--- config.mk ---
export PLATFORM = sky130hd
export DESIGN_NAME = double_ended_queue
export DESIGN_NICKNAME = d
export VERILOG_FILES = /design/src/hdl/dq_pkg.sv /design/src/hdl/dq_ram.sv /design/src/hdl/dq_ctrl.sv /design/src/hdl/double_ended_queue.sv
export SDC_FILE = /design/constraint.sdc
export NUM_CORES = 1
export LEC_CHECK = 0
export BUFFER_PORTS_ARGS = -buffer_cell sky130_fd_sc_hd__buf_4
export CAP_MARGIN = 25
export CORE_MARGIN = 4
export CORE_UTILIZATION = 55
export CTS_BUF_LIST = sky130_fd_sc_hd__clkbuf_16
export CTS_CLUSTER_SIZE = 14
export DETAILED_ROUTE_END_ITERATION = 8
export PLACE_DENSITY = 0.77
export REMOVE_ABC_BUFFERS = 1
export SYNTH_ARGS = -nofsm -noshare
export SYNTH_HDL_FRONTEND = slang
export SYNTH_SLANG_ARGS = --single-unit
export TNS_END_PERCENT = 30
--- constraint.sdc ---
create_clock -name clk -period 4.3 [get_ports clk]
set_input_delay 0.215 -clock clk [delete_from_list [all_inputs] [get_ports clk]]
set_output_delay 0.215 -clock clk [all_outputs]
set_load 0.03 [all_outputs]
--- src/hdl/dq_pkg.sv ---
// Shared constants, codes and the result type of the double-ended queue.
`default_nettype none

package dq_pkg;

    localparam int DEPTH_DEF      = 16;
    localparam int DATA_WIDTH_DEF = 32;

    localparam int OP_W     = 3;
    localparam int VALUE_W  = 32;
    localparam int STATUS_W = 2;
    localparam int COUNT_W  = 5;

    localparam logic [OP_W-1:0] OP_PUSH_BACK  = 3'd0;
    localparam logic [OP_W-1:0] OP_POP_BACK   = 3'd1;
    localparam logic [OP_W-1:0] OP_PUSH_FRONT = 3'd2;
    localparam logic [OP_W-1:0] OP_POP_FRONT  = 3'd3;
    localparam logic [OP_W-1:0] OP_DELETE     = 3'd4;

    typedef enum logic [STATUS_W-1:0] {
        STATUS_OK        = 2'd0,
        STATUS_EMPTY     = 2'd1,
        STATUS_FULL      = 2'd2,
        STATUS_NOT_FOUND = 2'd3
    } status_t;

    typedef struct packed {
        logic [VALUE_W-1:0] data;
        status_t            status;
        logic [COUNT_W-1:0] count;
    } result_t;

endpackage

`default_nettype wire

--- src/hdl/dq_ram.sv ---
// Entry store: one write port and one read port with registered read data.
`default_nettype none

module dq_ram #(
    parameter int DEPTH      = dq_pkg::DEPTH_DEF,
    parameter int DATA_WIDTH = dq_pkg::DATA_WIDTH_DEF,
    parameter int AW         = $clog2(DEPTH)
) (
    input  wire logic                  clk,
    input  wire logic                  we,
    input  wire logic [AW-1:0]         waddr,
    input  wire logic [DATA_WIDTH-1:0] wdata,
    input  wire logic                  re,
    input  wire logic [AW-1:0]         raddr,
    output logic      [DATA_WIDTH-1:0] rdata
);

    logic [DATA_WIDTH-1:0] mem [DEPTH];

    always_ff @(posedge clk)
    begin
        if (we)
        begin
            mem[waddr] <= wdata;
        end
    end

    always_ff @(posedge clk)
    begin
        if (re)
        begin
            rdata <= mem[raddr];
        end
    end

endmodule

`default_nettype wire

--- src/hdl/dq_ctrl.sv ---
// Sequencer that runs each request against the entry store and holds the result.
`default_nettype none

module dq_ctrl #(
    parameter int DEPTH      = dq_pkg::DEPTH_DEF,
    parameter int DATA_WIDTH = dq_pkg::DATA_WIDTH_DEF,
    parameter int AW         = $clog2(DEPTH),
    parameter int CW         = $clog2(DEPTH + 1)
) (
    input  wire logic                        clk,
    input  wire logic                        rst_n,
    input  wire logic                        in_valid,
    output logic                             in_ready,
    input  wire logic [dq_pkg::OP_W-1:0]     in_op,
    input  wire logic [dq_pkg::VALUE_W-1:0]  in_value,
    output logic                             out_valid,
    input  wire logic                        out_ready,
    output dq_pkg::result_t                  out_result,
    output logic                             ram_we,
    output logic      [AW-1:0]               ram_waddr,
    output logic      [DATA_WIDTH-1:0]       ram_wdata,
    output logic                             ram_re,
    output logic      [AW-1:0]               ram_raddr,
    input  wire logic [DATA_WIDTH-1:0]       ram_rdata
);

    localparam int SW = CW + 1;

    typedef enum logic [2:0] {
        S_IDLE,
        S_POP,
        S_DEL_FRONT,
        S_DEL_BACK,
        S_SCAN,
        S_SHIFT
    } state_t;

    state_t                    state_reg, state_next;
    logic [AW-1:0]             head_reg, head_next;
    logic [CW-1:0]             count_reg, count_next;
    logic [CW-1:0]             idx_reg, idx_next;
    logic [dq_pkg::OP_W-1:0]   op_reg, op_next;
    logic [DATA_WIDTH-1:0]     word_reg, word_next;
    logic                      out_valid_reg, out_valid_next;
    dq_pkg::result_t           result_reg, result_next;

    logic                      accept;
    logic                      full;
    logic                      empty;
    logic                      match;
    logic [AW-1:0]             head_inc;
    logic [AW-1:0]             head_dec;
    logic [CW-1:0]             count_dec;
    logic [CW-1:0]             idx_p1;
    logic [CW-1:0]             idx_p2;
    logic                      more_after;
    logic [DATA_WIDTH+31:0]    value_ext;
    logic [DATA_WIDTH-1:0]     word_in;

    // Ring position of the element k places behind the front.
    function automatic logic [AW-1:0] slot(input logic [AW-1:0] h, input logic [CW-1:0] k);
        logic [SW-1:0] s;
        s = SW'(h) + SW'(k);
        if (s >= SW'(DEPTH))
        begin
            s = s - SW'(DEPTH);
        end
        return s[AW-1:0];
    endfunction

    function automatic logic [dq_pkg::COUNT_W-1:0] to_count(input logic [CW-1:0] c);
        logic [CW+dq_pkg::COUNT_W-1:0] e;
        e = {{dq_pkg::COUNT_W{1'b0}}, c};
        return e[dq_pkg::COUNT_W-1:0];
    endfunction

    function automatic logic [dq_pkg::VALUE_W-1:0] to_value(input logic [DATA_WIDTH-1:0] d);
        logic [DATA_WIDTH+dq_pkg::VALUE_W-1:0] e;
        e = {{dq_pkg::VALUE_W{1'b0}}, d};
        return e[dq_pkg::VALUE_W-1:0];
    endfunction

    function automatic dq_pkg::result_t make_result(input logic [DATA_WIDTH-1:0] d,
                                                    input dq_pkg::status_t st,
                                                    input logic [CW-1:0] c);
        dq_pkg::result_t r;
        r.data   = to_value(d);
        r.status = st;
        r.count  = to_count(c);
        return r;
    endfunction

    assign in_ready   = (state_reg == S_IDLE) && !out_valid_reg;
    assign accept     = in_valid && in_ready;
    assign out_valid  = out_valid_reg;
    assign out_result = result_reg;

    // Only the low DATA_WIDTH bits of the word are stored; wider entries see zeros above.
    assign value_ext = {{DATA_WIDTH{1'b0}}, in_value};
    assign word_in   = value_ext[DATA_WIDTH-1:0];

    assign full       = (count_reg == CW'(DEPTH));
    assign empty      = (count_reg == '0);
    assign match      = (ram_rdata == word_reg);
    assign head_inc   = (head_reg == AW'(DEPTH - 1)) ? '0 : head_reg + 1'b1;
    assign head_dec   = (head_reg == '0) ? AW'(DEPTH - 1) : head_reg - 1'b1;
    assign count_dec  = count_reg - 1'b1;
    assign idx_p1     = idx_reg + 1'b1;
    assign idx_p2     = idx_reg + 2'd2;
    assign more_after = (SW'(idx_reg) + SW'(2)) < SW'(count_reg);

    always_comb
    begin
        state_next     = state_reg;
        head_next      = head_reg;
        count_next     = count_reg;
        idx_next       = idx_reg;
        op_next        = op_reg;
        word_next      = word_reg;
        out_valid_next = out_valid_reg && !out_ready;
        result_next    = result_reg;
        ram_we         = 1'b0;
        ram_waddr      = '0;
        ram_wdata      = word_reg;
        ram_re         = 1'b0;
        ram_raddr      = '0;

        unique case (state_reg)
            S_IDLE:
            begin
                if (accept)
                begin
                    op_next   = in_op;
                    word_next = word_in;
                    unique case (in_op) inside
                        dq_pkg::OP_PUSH_BACK:
                        begin
                            out_valid_next = 1'b1;
                            if (full)
                            begin
                                result_next = make_result('0, dq_pkg::STATUS_FULL, count_reg);
                            end
                            else
                            begin
                                ram_we      = 1'b1;
                                ram_waddr   = slot(head_reg, count_reg);
                                ram_wdata   = word_in;
                                count_next  = count_reg + 1'b1;
                                result_next = make_result('0, dq_pkg::STATUS_OK, count_next);
                            end
                        end
                        dq_pkg::OP_PUSH_FRONT:
                        begin
                            out_valid_next = 1'b1;
                            if (full)
                            begin
                                result_next = make_result('0, dq_pkg::STATUS_FULL, count_reg);
                            end
                            else
                            begin
                                ram_we      = 1'b1;
                                ram_waddr   = head_dec;
                                ram_wdata   = word_in;
                                head_next   = head_dec;
                                count_next  = count_reg + 1'b1;
                                result_next = make_result('0, dq_pkg::STATUS_OK, count_next);
                            end
                        end
                        dq_pkg::OP_POP_BACK, dq_pkg::OP_POP_FRONT, dq_pkg::OP_DELETE:
                        begin
                            if (empty)
                            begin
                                out_valid_next = 1'b1;
                                result_next = make_result('0, dq_pkg::STATUS_EMPTY, count_reg);
                            end
                            else
                            begin
                                ram_re = 1'b1;
                                if (in_op == dq_pkg::OP_POP_BACK)
                                begin
                                    ram_raddr  = slot(head_reg, count_dec);
                                    state_next = S_POP;
                                end
                                else if (in_op == dq_pkg::OP_POP_FRONT)
                                begin
                                    ram_raddr  = head_reg;
                                    state_next = S_POP;
                                end
                                else
                                begin
                                    ram_raddr  = head_reg;
                                    state_next = S_DEL_FRONT;
                                end
                            end
                        end
                        default:
                        begin
                            out_valid_next = 1'b1;
                            result_next = make_result('0, dq_pkg::STATUS_OK, count_reg);
                        end
                    endcase
                end
            end
            S_POP:
            begin
                if (op_reg == dq_pkg::OP_POP_FRONT)
                begin
                    head_next = head_inc;
                end
                count_next     = count_dec;
                out_valid_next = 1'b1;
                result_next    = make_result(ram_rdata, dq_pkg::STATUS_OK, count_dec);
                state_next     = S_IDLE;
            end
            S_DEL_FRONT:
            begin
                if (match)
                begin
                    head_next      = head_inc;
                    count_next     = count_dec;
                    out_valid_next = 1'b1;
                    result_next    = make_result('0, dq_pkg::STATUS_OK, count_dec);
                    state_next     = S_IDLE;
                end
                else
                begin
                    ram_re     = 1'b1;
                    ram_raddr  = slot(head_reg, count_dec);
                    state_next = S_DEL_BACK;
                end
            end
            S_DEL_BACK:
            begin
                if (match)
                begin
                    count_next     = count_dec;
                    out_valid_next = 1'b1;
                    result_next    = make_result('0, dq_pkg::STATUS_OK, count_dec);
                    state_next     = S_IDLE;
                end
                else if (count_reg <= CW'(2))
                begin
                    out_valid_next = 1'b1;
                    result_next = make_result('0, dq_pkg::STATUS_NOT_FOUND, count_reg);
                    state_next  = S_IDLE;
                end
                else
                begin
                    idx_next   = CW'(1);
                    ram_re     = 1'b1;
                    ram_raddr  = slot(head_reg, CW'(1));
                    state_next = S_SCAN;
                end
            end
            S_SCAN:
            begin
                // Read data is the entry at idx. On a match or if more remain, the next entry is read.
                if (match)
                begin
                    ram_re     = 1'b1;
                    ram_raddr  = slot(head_reg, idx_p1);
                    state_next = S_SHIFT;
                end
                else if (more_after)
                begin
                    idx_next   = idx_p1;
                    ram_re     = 1'b1;
                    ram_raddr  = slot(head_reg, idx_p1);
                end
                else
                begin
                    out_valid_next = 1'b1;
                    result_next = make_result('0, dq_pkg::STATUS_NOT_FOUND, count_reg);
                    state_next  = S_IDLE;
                end
            end
            S_SHIFT:
            begin
                // Read data is the entry at idx+1; it moves down one place while the next, if any, is read.
                ram_we    = 1'b1;
                ram_waddr = slot(head_reg, idx_reg);
                ram_wdata = ram_rdata;
                if (more_after)
                begin
                    idx_next  = idx_p1;
                    ram_re    = 1'b1;
                    ram_raddr = slot(head_reg, idx_p2);
                end
                else
                begin
                    count_next     = count_dec;
                    out_valid_next = 1'b1;
                    result_next    = make_result('0, dq_pkg::STATUS_OK, count_dec);
                    state_next     = S_IDLE;
                end
            end
            default:
            begin
                state_next = S_IDLE;
            end
        endcase
    end

    always_ff @(posedge clk or negedge rst_n)
    begin
        if (!rst_n)
        begin
            state_reg     <= S_IDLE;
            head_reg      <= '0;
            count_reg     <= '0;
            out_valid_reg <= 1'b0;
        end
        else
        begin
            state_reg     <= state_next;
            head_reg      <= head_next;
            count_reg     <= count_next;
            out_valid_reg <= out_valid_next;
        end
    end

    always_ff @(posedge clk)
    begin
        idx_reg    <= idx_next;
        op_reg     <= op_next;
        word_reg   <= word_next;
        result_reg <= result_next;
    end

endmodule

`default_nettype wire

--- src/hdl/double_ended_queue.sv ---
// Top level of the double-ended queue: stream ports, sequencer and entry store.
//
// A bounded double-ended queue of DEPTH words kept as a ring in one synchronous
// memory. Each input transaction carries a request in s_axis_tuser and a word in
// s_axis_tdata; each request gives exactly one output transaction with the popped
// word, a status and the entry count. One request is worked at a time, and a new
// one is taken once the previous result has been taken. Push at either end, and any
// request on an empty queue, sets its result as it is accepted; pop at either end
// first reads the entry from memory. Delete by value reads the front entry, then the
// back entry, then scans the middle and closes the gap one entry per cycle through the
// single memory read port. The result then waits in an output register, and the next
// request is accepted in the cycle after it is taken.
// The memory is not cleared after reset; only held entries are ever read.
`default_nettype none

module double_ended_queue #(
    parameter int DEPTH      = dq_pkg::DEPTH_DEF,
    parameter int DATA_WIDTH = dq_pkg::DATA_WIDTH_DEF
) (
    input  wire logic        clk,
    input  wire logic        rst_n,
    input  wire logic        s_axis_tvalid,
    output logic             s_axis_tready,
    input  wire logic [31:0] s_axis_tdata,   // [31:0] value
    input  wire logic [2:0]  s_axis_tuser,   // [2:0] op
    output logic             m_axis_tvalid,
    input  wire logic        m_axis_tready,
    output logic      [39:0] m_axis_tdata,   // [31:0] data_out, [36:32] count, [39:37] zero
    output logic      [1:0]  m_axis_tuser    // [1:0] status
);

    localparam int AW = $clog2(DEPTH);
    localparam int CW = $clog2(DEPTH + 1);

    dq_pkg::result_t       result;
    logic                  ram_we;
    logic [AW-1:0]         ram_waddr;
    logic [DATA_WIDTH-1:0] ram_wdata;
    logic                  ram_re;
    logic [AW-1:0]         ram_raddr;
    logic [DATA_WIDTH-1:0] ram_rdata;

    dq_ctrl #(
        .DEPTH      (DEPTH),
        .DATA_WIDTH (DATA_WIDTH),
        .AW         (AW),
        .CW         (CW)
    ) u_ctrl (
        .clk        (clk),
        .rst_n      (rst_n),
        .in_valid   (s_axis_tvalid),
        .in_ready   (s_axis_tready),
        .in_op      (s_axis_tuser),
        .in_value   (s_axis_tdata),
        .out_valid  (m_axis_tvalid),
        .out_ready  (m_axis_tready),
        .out_result (result),
        .ram_we     (ram_we),
        .ram_waddr  (ram_waddr),
        .ram_wdata  (ram_wdata),
        .ram_re     (ram_re),
        .ram_raddr  (ram_raddr),
        .ram_rdata  (ram_rdata)
    );

    dq_ram #(
        .DEPTH      (DEPTH),
        .DATA_WIDTH (DATA_WIDTH),
        .AW         (AW)
    ) u_ram (
        .clk        (clk),
        .we         (ram_we),
        .waddr      (ram_waddr),
        .wdata      (ram_wdata),
        .re         (ram_re),
        .raddr      (ram_raddr),
        .rdata      (ram_rdata)
    );

    assign m_axis_tdata = {3'b000, result.count, result.data};
    assign m_axis_tuser = result.status;

endmodule

`default_nettype wire
Word-level counts from Yosys, hierarchy flattened. Memory sizes are Yosys's and may differ from the RTL's. A register that Yosys moved wholly into a read port is not among the register bits. Index checks and enable logic that the tools add are counted.

Flip-flop bits (word level): 92. Memories: 1. Memory bits (read-only): 0. Latch bits: 0. Memory bits (writable): 512. Word-level logic and storage cells: 180. Output and inout bits: 44. Input port bits: 39.

Memories: u_ram.mem (depth 16, bits a word 32, read ports 1, clocked after Yosys merged registers in 1, write ports 1, line dq_ram.sv:18) `logic [DATA_WIDTH-1:0] mem [DEPTH];`.

Bitwise operators: 0. Eq/ne operators: 29. Divide/modulo/power cells: 0. Add/subtract/negate cells: 19. Multipliers: 0. Shifts and indexed selects: 0. Multiplexer cells: 91. $lt $le $gt $ge: 8. Reduce and logical (&&, ||, !) cells: 22.

Operators with widths (count): $mux 39 (8); $pmux 39 s6 (1); $mux 4 (26); $mux 32 (3); $pmux 39 s2 (1); $pmux 32 s2 (1); $mux 5 (9); $eq 32x32->1 (1); $add 4x5->6 (5); $ge 6x5->1 const B (5); $sub 4x1->4 const B (7); $mux 3 (8); $mux 1 (21); $ne 2x2->1 const B (10); $pmux 4 s5 (1); $pmux 5 s4 (1); $pmux 4 s2 (2); $eq 3x2->1 const B (5); $pmux 3 s5 (1); $pmux 5 s3 (1); $pmux 4 s3 (1); $reduce_and 6->1 (2); $add 5x1->5 const B (2); $eq 3x3->1 const B (3); 33 further kinds (44).

Longest topological paths before layout. Gate-level depths: netlist of the first run.

Word-level depth: 9. Mapped depth: 16. Depth with buffers taken out: 12.

Cells and area by module. Synthesis of the first run repeated with hierarchy kept, for this count alone.

Cell total of the unflattened synthesis: 1440. Area total of the unflattened synthesis: 26255.2 sq um.

By module, submodules not included: dq_ram (seq. area each 16335.7 sq um, cells each 838, instances 1, area each 20155.6 sq um); dq_ctrl (seq. area each 2697.6 sq um, cells each 598, instances 1, area each 6073.3 sq um); double_ended_queue (seq. area each 0.0 sq um, cells each 4, instances 1, area each 26.3 sq um).

Worst setup path after synthesis of the first run. Ideal clock, no wire load.

Path type: register -> register. From: register u_ctrl.out_valid_reg (netlist: u_ctrl.out_valid). To: memory u_ram.mem[5][0] (netlist name) (enable). Path buffers: 2. Path slack: -1.143 ns. Arrival time: 5.021 ns. Period minus slack after synthesis: 5.443 ns. Required time: 3.879 ns. Library setup time: 0.421 ns. Cell stages (with the launch flop): 10. Cells stage by stage: dfrtp_1 > nor4_1 > and2_1 > and3_1 > clkbuf_1 > clkbuf_1 > o211ai_1 > o21ai_0 > nand2_1 > nor2_1.

Longest elaborated chain between the ends: 7. Elaborated cells on any way between the ends: 9. Those cells by class: mux (6); reduce/logical (3).

Ends and longest elaborated chain: start: declaration (line dq_ctrl.sv:44) `logic out_valid_reg, out_valid_next;`; start signal: assignment (line dq_ctrl.sv:318) `out_valid_reg <= out_valid_next;`; $logic_not 1->1 (*) (line dq_ctrl.sv:93) `assign in_ready = (state_reg == S_IDLE) && !out_valid_reg;`; $logic_and 1x1->1 (*) (line dq_ctrl.sv:93); net s_axis_tready (line double_ended_queue.sv:23) `output logic s_axis_tready,`; $logic_and 1x1->1 (*) (line dq_ctrl.sv:94) `assign accept = in_valid && in_ready;`; $mux 1 (line dq_ctrl.sv:131) `if (accept)`; $pmux 1 s2 (line dq_ctrl.sv:128) `unique case (state_reg)`; $mux 1 (line dq_ram.sv:22) `if (we)`; $mux 1 (not written as such) (line dq_ram.sv:24) `mem[waddr] <= wdata;`; end: declaration (line dq_ram.sv:18).

Mark *: on every way through the listed nets, which the timed path passes. The rest lies on a longest branch.

Final worst setup path of the first run.
From: register u_ctrl.idx_reg[2]. To: register u_ram.rdata[22], read port of u_ram.mem, data pin.

Longest elaborated chain between the ends: 7. Elaborated cells on any way between the ends: 19. Those cells by class: add/sub (7); order compare (3); mux (9).

Ends and longest elaborated chain: start: declaration (line dq_ctrl.sv:41) `logic [CW-1:0] idx_reg, idx_next;`; start signal: assignment (line dq_ctrl.sv:324) `idx_reg <= idx_next;`; $add 5x1->5 (line dq_ctrl.sv:108) `assign idx_p1 = idx_reg + 1'b1;`; $add 4x5->6 (line dq_ctrl.sv:63) `s = SW'(h) + SW'(k);`; $ge 6x5->1 / $sub 4x1->4 (equally long branches) (line dq_ctrl.sv:64, dq_ctrl.sv:66); $mux 4 (line dq_ctrl.sv:64) `if (s >= SW'(DEPTH))`; $mux 4 (line dq_ctrl.sv:264) `else if (more_after)`; $mux 4 (line dq_ctrl.sv:258) `if (match)`; $pmux 4 s5 (line dq_ctrl.sv:128); end: declaration (line dq_ram.sv:15) `output logic [DATA_WIDTH-1:0] rdata`.

Parallel ways exist; a longest one is shown, timed or not. A chain may end at the register's enable or synchronous reset.

==> impl_metrics.yaml, run 1 <==
sta:
  grt_setup_unrepaired: "false"
  maxSlewHeadroom: 0.2793
  max_freq_mhz: 240.5
  period_minus_slack_ns: 4.158
  finalSetupViolations: 0
  finalClockSkew_ns: 0.03943
  final-max-slew-violation-count: 0
  final_cycle_share: 0.9669
  tightest_slew_ns: 1.081
  hold_viol_final: 0
  worst_slack_ns: 0.1423
clock_tree:
  cts_root_buf: "sky130_fd_sc_hd__clkbuf_16"
  ctsHoldBuffers: 37
  cts_tree: "yes"
  postCtsResizedCells: 0
  cts-htree-levels: 3
  clk_latency_ns: 0.61
  cts.repair_timing.setup_buffer_count: 0
  cts_inserted_buffers: 66
  cts.sink_count: 636
  path_clk_slew_ns: 0.06
  cts_buffer_depth: 3
synthesis:
  synth_cell_type_count: 67
  count_of_state_elements_after_synthesis: 636
  syn-cell-area_mm2: 0.02693
  synth_flop_cell: "sky130_fd_sc_hd__edfxtp_1"
  yosysSeqAreaShare: 0.7066
  synth_edf_count: 623
  post_synth_inst_count: 1791
  ys_async_sr_fraction: 0.02044
  synth.avg_cell_area_um2: 15.04
  synth.yosys.warnings: 0
global_routing:
  grt_overflow_total: 0
  grt_first_pass_wirelength_um: 109700
  globalRouteTotalUtil: 0.2768
  maximum_number_of_pins_on_one_net_before_global_route_repair: 42
  grt_pass1_vias: 17280
  antenna_violations_before_repair: 0
critical_path:
  worst_path_max_delay_cell: "sky130_fd_sc_hd__a21oi_4"
  crit_required_ns: 4.61
  cp_max_fo: 18
  worst-path-buf-inv: 2
  ff2ff_setup_slack_ns: 0.14
  critPathArrivalTime_ns: 4.47
  critical_path.max_stage_delay_ns: 0.56
  worstPathCellList: "ha_1 -> xor2_1 -> ha_1 -> a21o_1 -> a21oi_1 -> o31ai_2 -> o32a_1 -> a21boi_0 -> buf_4 -> a21oi_4 -> buf_4 -> a32o_1 -> o211ai_1"
  cpLargestDelayFamily: "compound AO/OA/AOI/OAI gates"
  worstSetupEndpointType: "flop"
  worst_setup_path_category: "reg2reg"
  startpoint_type: "flop"
finish:
  fillCellCount: 3194
  final-seq-area_mm2: 0.01903
  drive_above_1_share: 0.1937
  largest_register_ffs: 512
  registers.top_by_ff_count: "u_ram.mem"
  nets: 2034
  fin_util: 0.6560
  layout.cells.most_common_list: "sky130_fd_sc_hd__edfxtp_1 (623), sky130_fd_sc_hd__nand2_1 (230), sky130_fd_sc_hd__buf_4 (143)"
  antenna_diode_instance_count: 0
  multiInputGateArea_mm2: 0.007417
  final_common_cell: "sky130_fd_sc_hd__edfxtp_1"
  flow.area_growth_from_synthesis_pct: 17.02
detailed_routing:
  post-route-drc-count: 0
  detailedRoute.firstIterationViolations: 2500
  dr_total_vias: 17410
  wl_met1_um: 28360
  dr.max_layer_used: "met4"
  detail_route.wirelength_um: 73980
  drtAntennaViolNets: 0
  met2_wirelength_um: 34760
  post_drt_wl_per_cell_um: 28.15
  drt_pass1_iterations: 6
  met3RoutedLength_um: 8117
  post_drt_via_cell_ratio: 6.625
power_and_ir_drop:
  power_per_standard_cell_area_mw_per_mm2: 768.1
  max-vdd-ir-drop_uv: 551.4
  cellInternalPower_mw: 14.90
  sum_of_internal_switching_and_leakage_power_mw: 24.21
  fraction_of_power_spent_switching_nets: 0.3847
  sequentialPowerShare: 0.365
  comb_power_share: 0.413
  power_leakage_nw: 11.17
  switchingPower_mw: 9.313
  clock_power_share: 0.222
die:
  initial_utilization: 0.5606
  die_area_mm2: 0.05258
  die_width_um: 229.3
  die_outline_height_um: 229.3
  floorplan.rows: 80
  core_area_mm2: 0.04805
  pin_count: 83
run_status:
  outcome: "completed"
job:
  maxCapViolations: 0
placed_design:
  port_buffers: 79
  post-dp-hpwl_um: 41720
  routabilityCongestion: 0.9054
  dpl_worst_slack_ns: 0.1306
hold_path:
  worstHoldPathType: "in2async"
## cell families after synthesis
logic type	share of synthesized area
xor gates and xnor gates	0.02081
AOI/OAI and AO/OA	0.1029
DFF	0.7066
adders and majority gates	0.01626
and+or+nand+nor	0.06016
other	0.0001392
muxes	0.06685
buffers and inverters	0.02620
## area by class of cell
cell class / instances / share of cell area
Tap cell: 615 / 0.02441
Multi-Input combinational cell: 995 / 0.2353
Inverter: 53 / 0.006312
Clock inverter: 51 / 0.01167
Clock buffer: 67 / 0.05319
Timing Repair Buffer: 211 / 0.06522
Sequential cell: 636 / 0.6039
## power by group through the flow
stage | logic (mW) | registers [mW] | clock network [mW]
CTS | 9.82 | 8.82 | 5.43
global route | 10.5 | 8.89 | 5.71
floorplan | 5.00 | 9.26 | 0
detailed placement | 9.72 | 8.93 | 0
finish | 10.0 | 8.83 | 5.37
global placement | 9.40 | 8.90 | 0
## through the flow
step / area [µm²] / hold WS (ns) / setup TNS (ns) / std cells
detailed placement: 29090 / 0.08314 / 0 / 2472
CTS: 31510 / 0.001273 / 0 / 2627
global route: 31520 / 0.02323 / 0 / 2628
finish: 31520 / 0.01940 / 0 / 2628
floorplan: 26440 / -0.08059 / -1370.22 / 1684
global placement: 29070 / 0.07898 / 0 / 2471
## worst reg2reg max path: stages (launching register included)
cell                       delay (ns)
sky130_fd_sc_hd__edfxtp_1        0.41
sky130_fd_sc_hd__ha_1            0.25
sky130_fd_sc_hd__xor2_1          0.23
sky130_fd_sc_hd__ha_1            0.29
sky130_fd_sc_hd__a21o_1          0.18
sky130_fd_sc_hd__a21oi_1         0.21
sky130_fd_sc_hd__o31ai_2         0.17
sky130_fd_sc_hd__o32a_1          0.41
sky130_fd_sc_hd__a21boi_0        0.16
sky130_fd_sc_hd__buf_4           0.18
sky130_fd_sc_hd__a21oi_4         0.56
sky130_fd_sc_hd__buf_4           0.50
sky130_fd_sc_hd__a32o_1          0.20
sky130_fd_sc_hd__o211ai_1        0.11
## cell usage after synthesis, drive strengths merged (7+ instances only)
library cell    n  area, µm²
nand2b          8      50.05
o211ai         36      270.3
nand2         231      869.6
nor2           44      165.2
a311o          32      320.3
mux2i          37      370.4
dfrtp          13      325.3
xnor2          22      192.7
o21ai          22      110.1
nand3          16      80.08
inv            53      198.9
and3           35      219.0
nor3            9      45.04
a31oi          37      231.5
ha             27      337.8
buf            40      247.7
a22oi          67      503.0
mux2          127       1430
nor4            9      56.30
a21o            7      52.55
nand4           7      43.79
clkbuf         69      259.0
o221ai         31      271.5
a211oi         34      267.8
a21oi          27      135.1
xor2           42      367.9
edfxtp        623      18710
a32o           31      310.3
## worst paths after layout
kind,start,cells after the start,to
setup / recovery,u_ctrl.idx_reg[2],13,u_ram.rdata[22]
min in group clk,s_axis_tvalid,4,u_ctrl.state_reg[1]
max in group asynchronous,rst_n,2,u_ctrl.head_reg[2]
hold / removal,rst_n,2,u_ctrl.count_reg[3]
setup reg to reg,u_ctrl.idx_reg[2],13,u_ram.rdata[22]
hold reg to reg,u_ctrl.count_reg[2],2,u_ctrl.count_reg[2]
## routing by layer
| metal | up-vias | GRT usage |
|---|---|---|
| met1 | 8700 | 0.3820 |
| met5 | - | 0 |
| met3 | 205 | 0.05393 |
| met2 | 1183 | 0.4437 |
| met4 | 0 | 0.1006 |
| li1 | 7322 | - |
Power figures use the tool's default switching activity.
==> run 2: changes to the inputs <==
Settings changed: CTS_BUF_LIST sky130_fd_sc_hd__clkbuf_16 to sky130_fd_sc_hd__clkbuf_4 sky130_fd_sc_hd__clkbuf_8 sky130_fd_sc_hd__clkbuf_16.
==> run 2 against run 1 <==
  * First-iteration DRC count shrank 6.8%
  * Fmax about the same
  * Via count barely moved
  * Die area stayed put
  * Clock skew is 0.00056 ns lower
  * Critical path depth did not move
  * Global-route usage hardly changed
  * Register-to-register slack barely moved
  * Clock-buffer cell count is 17 higher
  * Sequential power barely moved
  * Sequential cell count unchanged
  * Sequential share of layout area is 0.13 points lower
  * Largest power group unchanged
==> impl_metrics.yaml, run 2 (synthesis gave the netlist of run 1 again) <==
run_status:
  outcome: "completed"
detailed_routing:
  post_drt_via_cell_ratio: 6.629
  drt_pass1_iterations: 6
  post-route-drc-count: 0
  post_drt_wl_per_cell_um: 28.16
  dr_total_vias: 17420
  detail_route.wirelength_um: 74010
  drtAntennaViolNets: 0
  detailedRoute.firstIterationViolations: 2329
sta:
  maxSlewHeadroom: 0.2696
  grt_setup_unrepaired: "false"
  finalSetupViolations: 0
  setup_total_negative_slack_ns: 0
  tightest_slew_ns: 1.096
  max_freq_mhz: 240.7
  final-max-slew-violation-count: 0
  hold_viol_final: 0
  period_minus_slack_ns: 4.155
  final_cycle_share: 0.9663
  finalClockSkew_ns: 0.03887
die:
  die_outline_height_um: 229.3
  initial_utilization: 0.5606
  die_width_um: 229.3
  die_area_mm2: 0.05258
  pin_count: 83
  core_area_mm2: 0.04805
  floorplan.rows: 80
critical_path:
  worst_path_max_delay_cell: "sky130_fd_sc_hd__a21oi_4"
  critical_path.max_stage_delay_ns: 0.56
  critPathArrivalTime_ns: 4.47
  startpoint_type: "flop"
  cp_max_fo: 18
  worst-path-buf-inv: 2
  cpLargestDelayFamily: "compound AO/OA/AOI/OAI gates"
  worstSetupEndpointType: "flop"
  crit_required_ns: 4.61
  worst_setup_path_category: "reg2reg"
  worstPathCellList: "ha_1 -> xor2_1 -> ha_1 -> a21o_1 -> a21oi_1 -> o31ai_2 -> o32a_1 -> a21boi_0 -> buf_4 -> a21oi_4 -> buf_4 -> a32o_1 -> o211ai_1"
global_routing:
  grt_pass1_vias: 17270
  grt_first_pass_wirelength_um: 109900
  grt_overflow_total: 0
  globalRouteTotalUtil: 0.2772
  antenna_violations_before_repair: 0
  maximum_number_of_pins_on_one_net_before_global_route_repair: 42
clock_tree:
  cts_buffer_depth: 3
  path_clk_slew_ns: 0.06
  cts.sink_count: 636
  ctsHoldBuffers: 37
  cts.repair_timing.setup_buffer_count: 0
  postCtsResizedCells: 0
  cts-htree-levels: 3
  cts_root_buf: "sky130_fd_sc_hd__clkbuf_16"
  clk_latency_ns: 0.61
  cts_tree: "yes"
  cts_inserted_buffers: 66
power_and_ir_drop:
  max-vdd-ir-drop_uv: 555.2
  power_leakage_nw: 11.17
  power_per_standard_cell_area_mw_per_mm2: 771.6
finish:
  fin_util: 0.6575
  flow.area_growth_from_synthesis_pct: 17.28
  final_common_cell: "sky130_fd_sc_hd__edfxtp_1"
  registers.top_by_ff_count: "u_ram.mem"
  stdcell_area_mm2: 0.03159
  layout.cells.most_common_list: "sky130_fd_sc_hd__edfxtp_1 (623), sky130_fd_sc_hd__nand2_1 (230), sky130_fd_sc_hd__buf_4 (143)"
  nets: 2034
  antenna_diode_instance_count: 0
  drive_above_1_share: 0.2022
  largest_register_ffs: 512
job:
  maxCapViolations: 0
placed_design:
  post-dp-hpwl_um: 41720
  port_buffers: 79
  dpl_cell_area_mm2: 0.02909
  routabilityCongestion: 0.9054
hold_path:
  worstHoldPathType: "in2async"
## run 2: power by group
part	switching, mW	leakage [nW]	internal [mW]
clock	2.38	1.05	3.15
combinational	6.48	4.30	3.52
sequential	0.451	5.82	8.38
## run 2: layout make-up
class                   count  area [µm²]
repair buffers            211        2056
clock buffers              84        1810
fillers                  3177       16460
multi-input cells         995        7417
inverters                  53       198.9
clock inverters            34       304.0
well taps                 615       769.5
flip-flops and latches    636       19030
## run 2: layer usage
layer	wire [µm]	global-route usage
met4	2752	0.09909
met3	8253	0.05467
met2	34820	0.4444
met1	28180	0.3829
met5	0	0
## run 2: final timing paths
path                                          start                   to  slack (ns)  cells past startpoint
worst max-delay path              u_ctrl.idx_reg[2]      u_ram.rdata[22]        0.14                     13
worst max register to register    u_ctrl.idx_reg[2]      u_ram.rdata[22]        0.14                     13
worst min register to register  u_ctrl.count_reg[2]  u_ctrl.count_reg[2]        0.57                      2
worst min-delay path                          rst_n  u_ctrl.count_reg[3]        0.02                      2
min in group clk                      s_axis_tvalid  u_ctrl.state_reg[1]        0.25                      4
max in group asynchronous                     rst_n   u_ctrl.head_reg[2]        4.09                      2
## run 2: per-stage QoR
step / instances / total power [mW] / hold slack (ns) / worst slack, ns
6_report: 2628 / 24.37 / 0.01895 / 0.1449
3_5_place_dp: 2472 / 18.65 / 0.08314 / 0.1306
2_1_floorplan: 1684 / 14.26 / -0.08059 / -5.771
3_3_place_gp: 2471 / 18.30 / 0.07898 / 0.3742
5_1_grt: 2628 / 25.29 / 0.02326 / 0.005072
4_1_cts: 2627 / 24.22 / 0.001273 / 0.08081
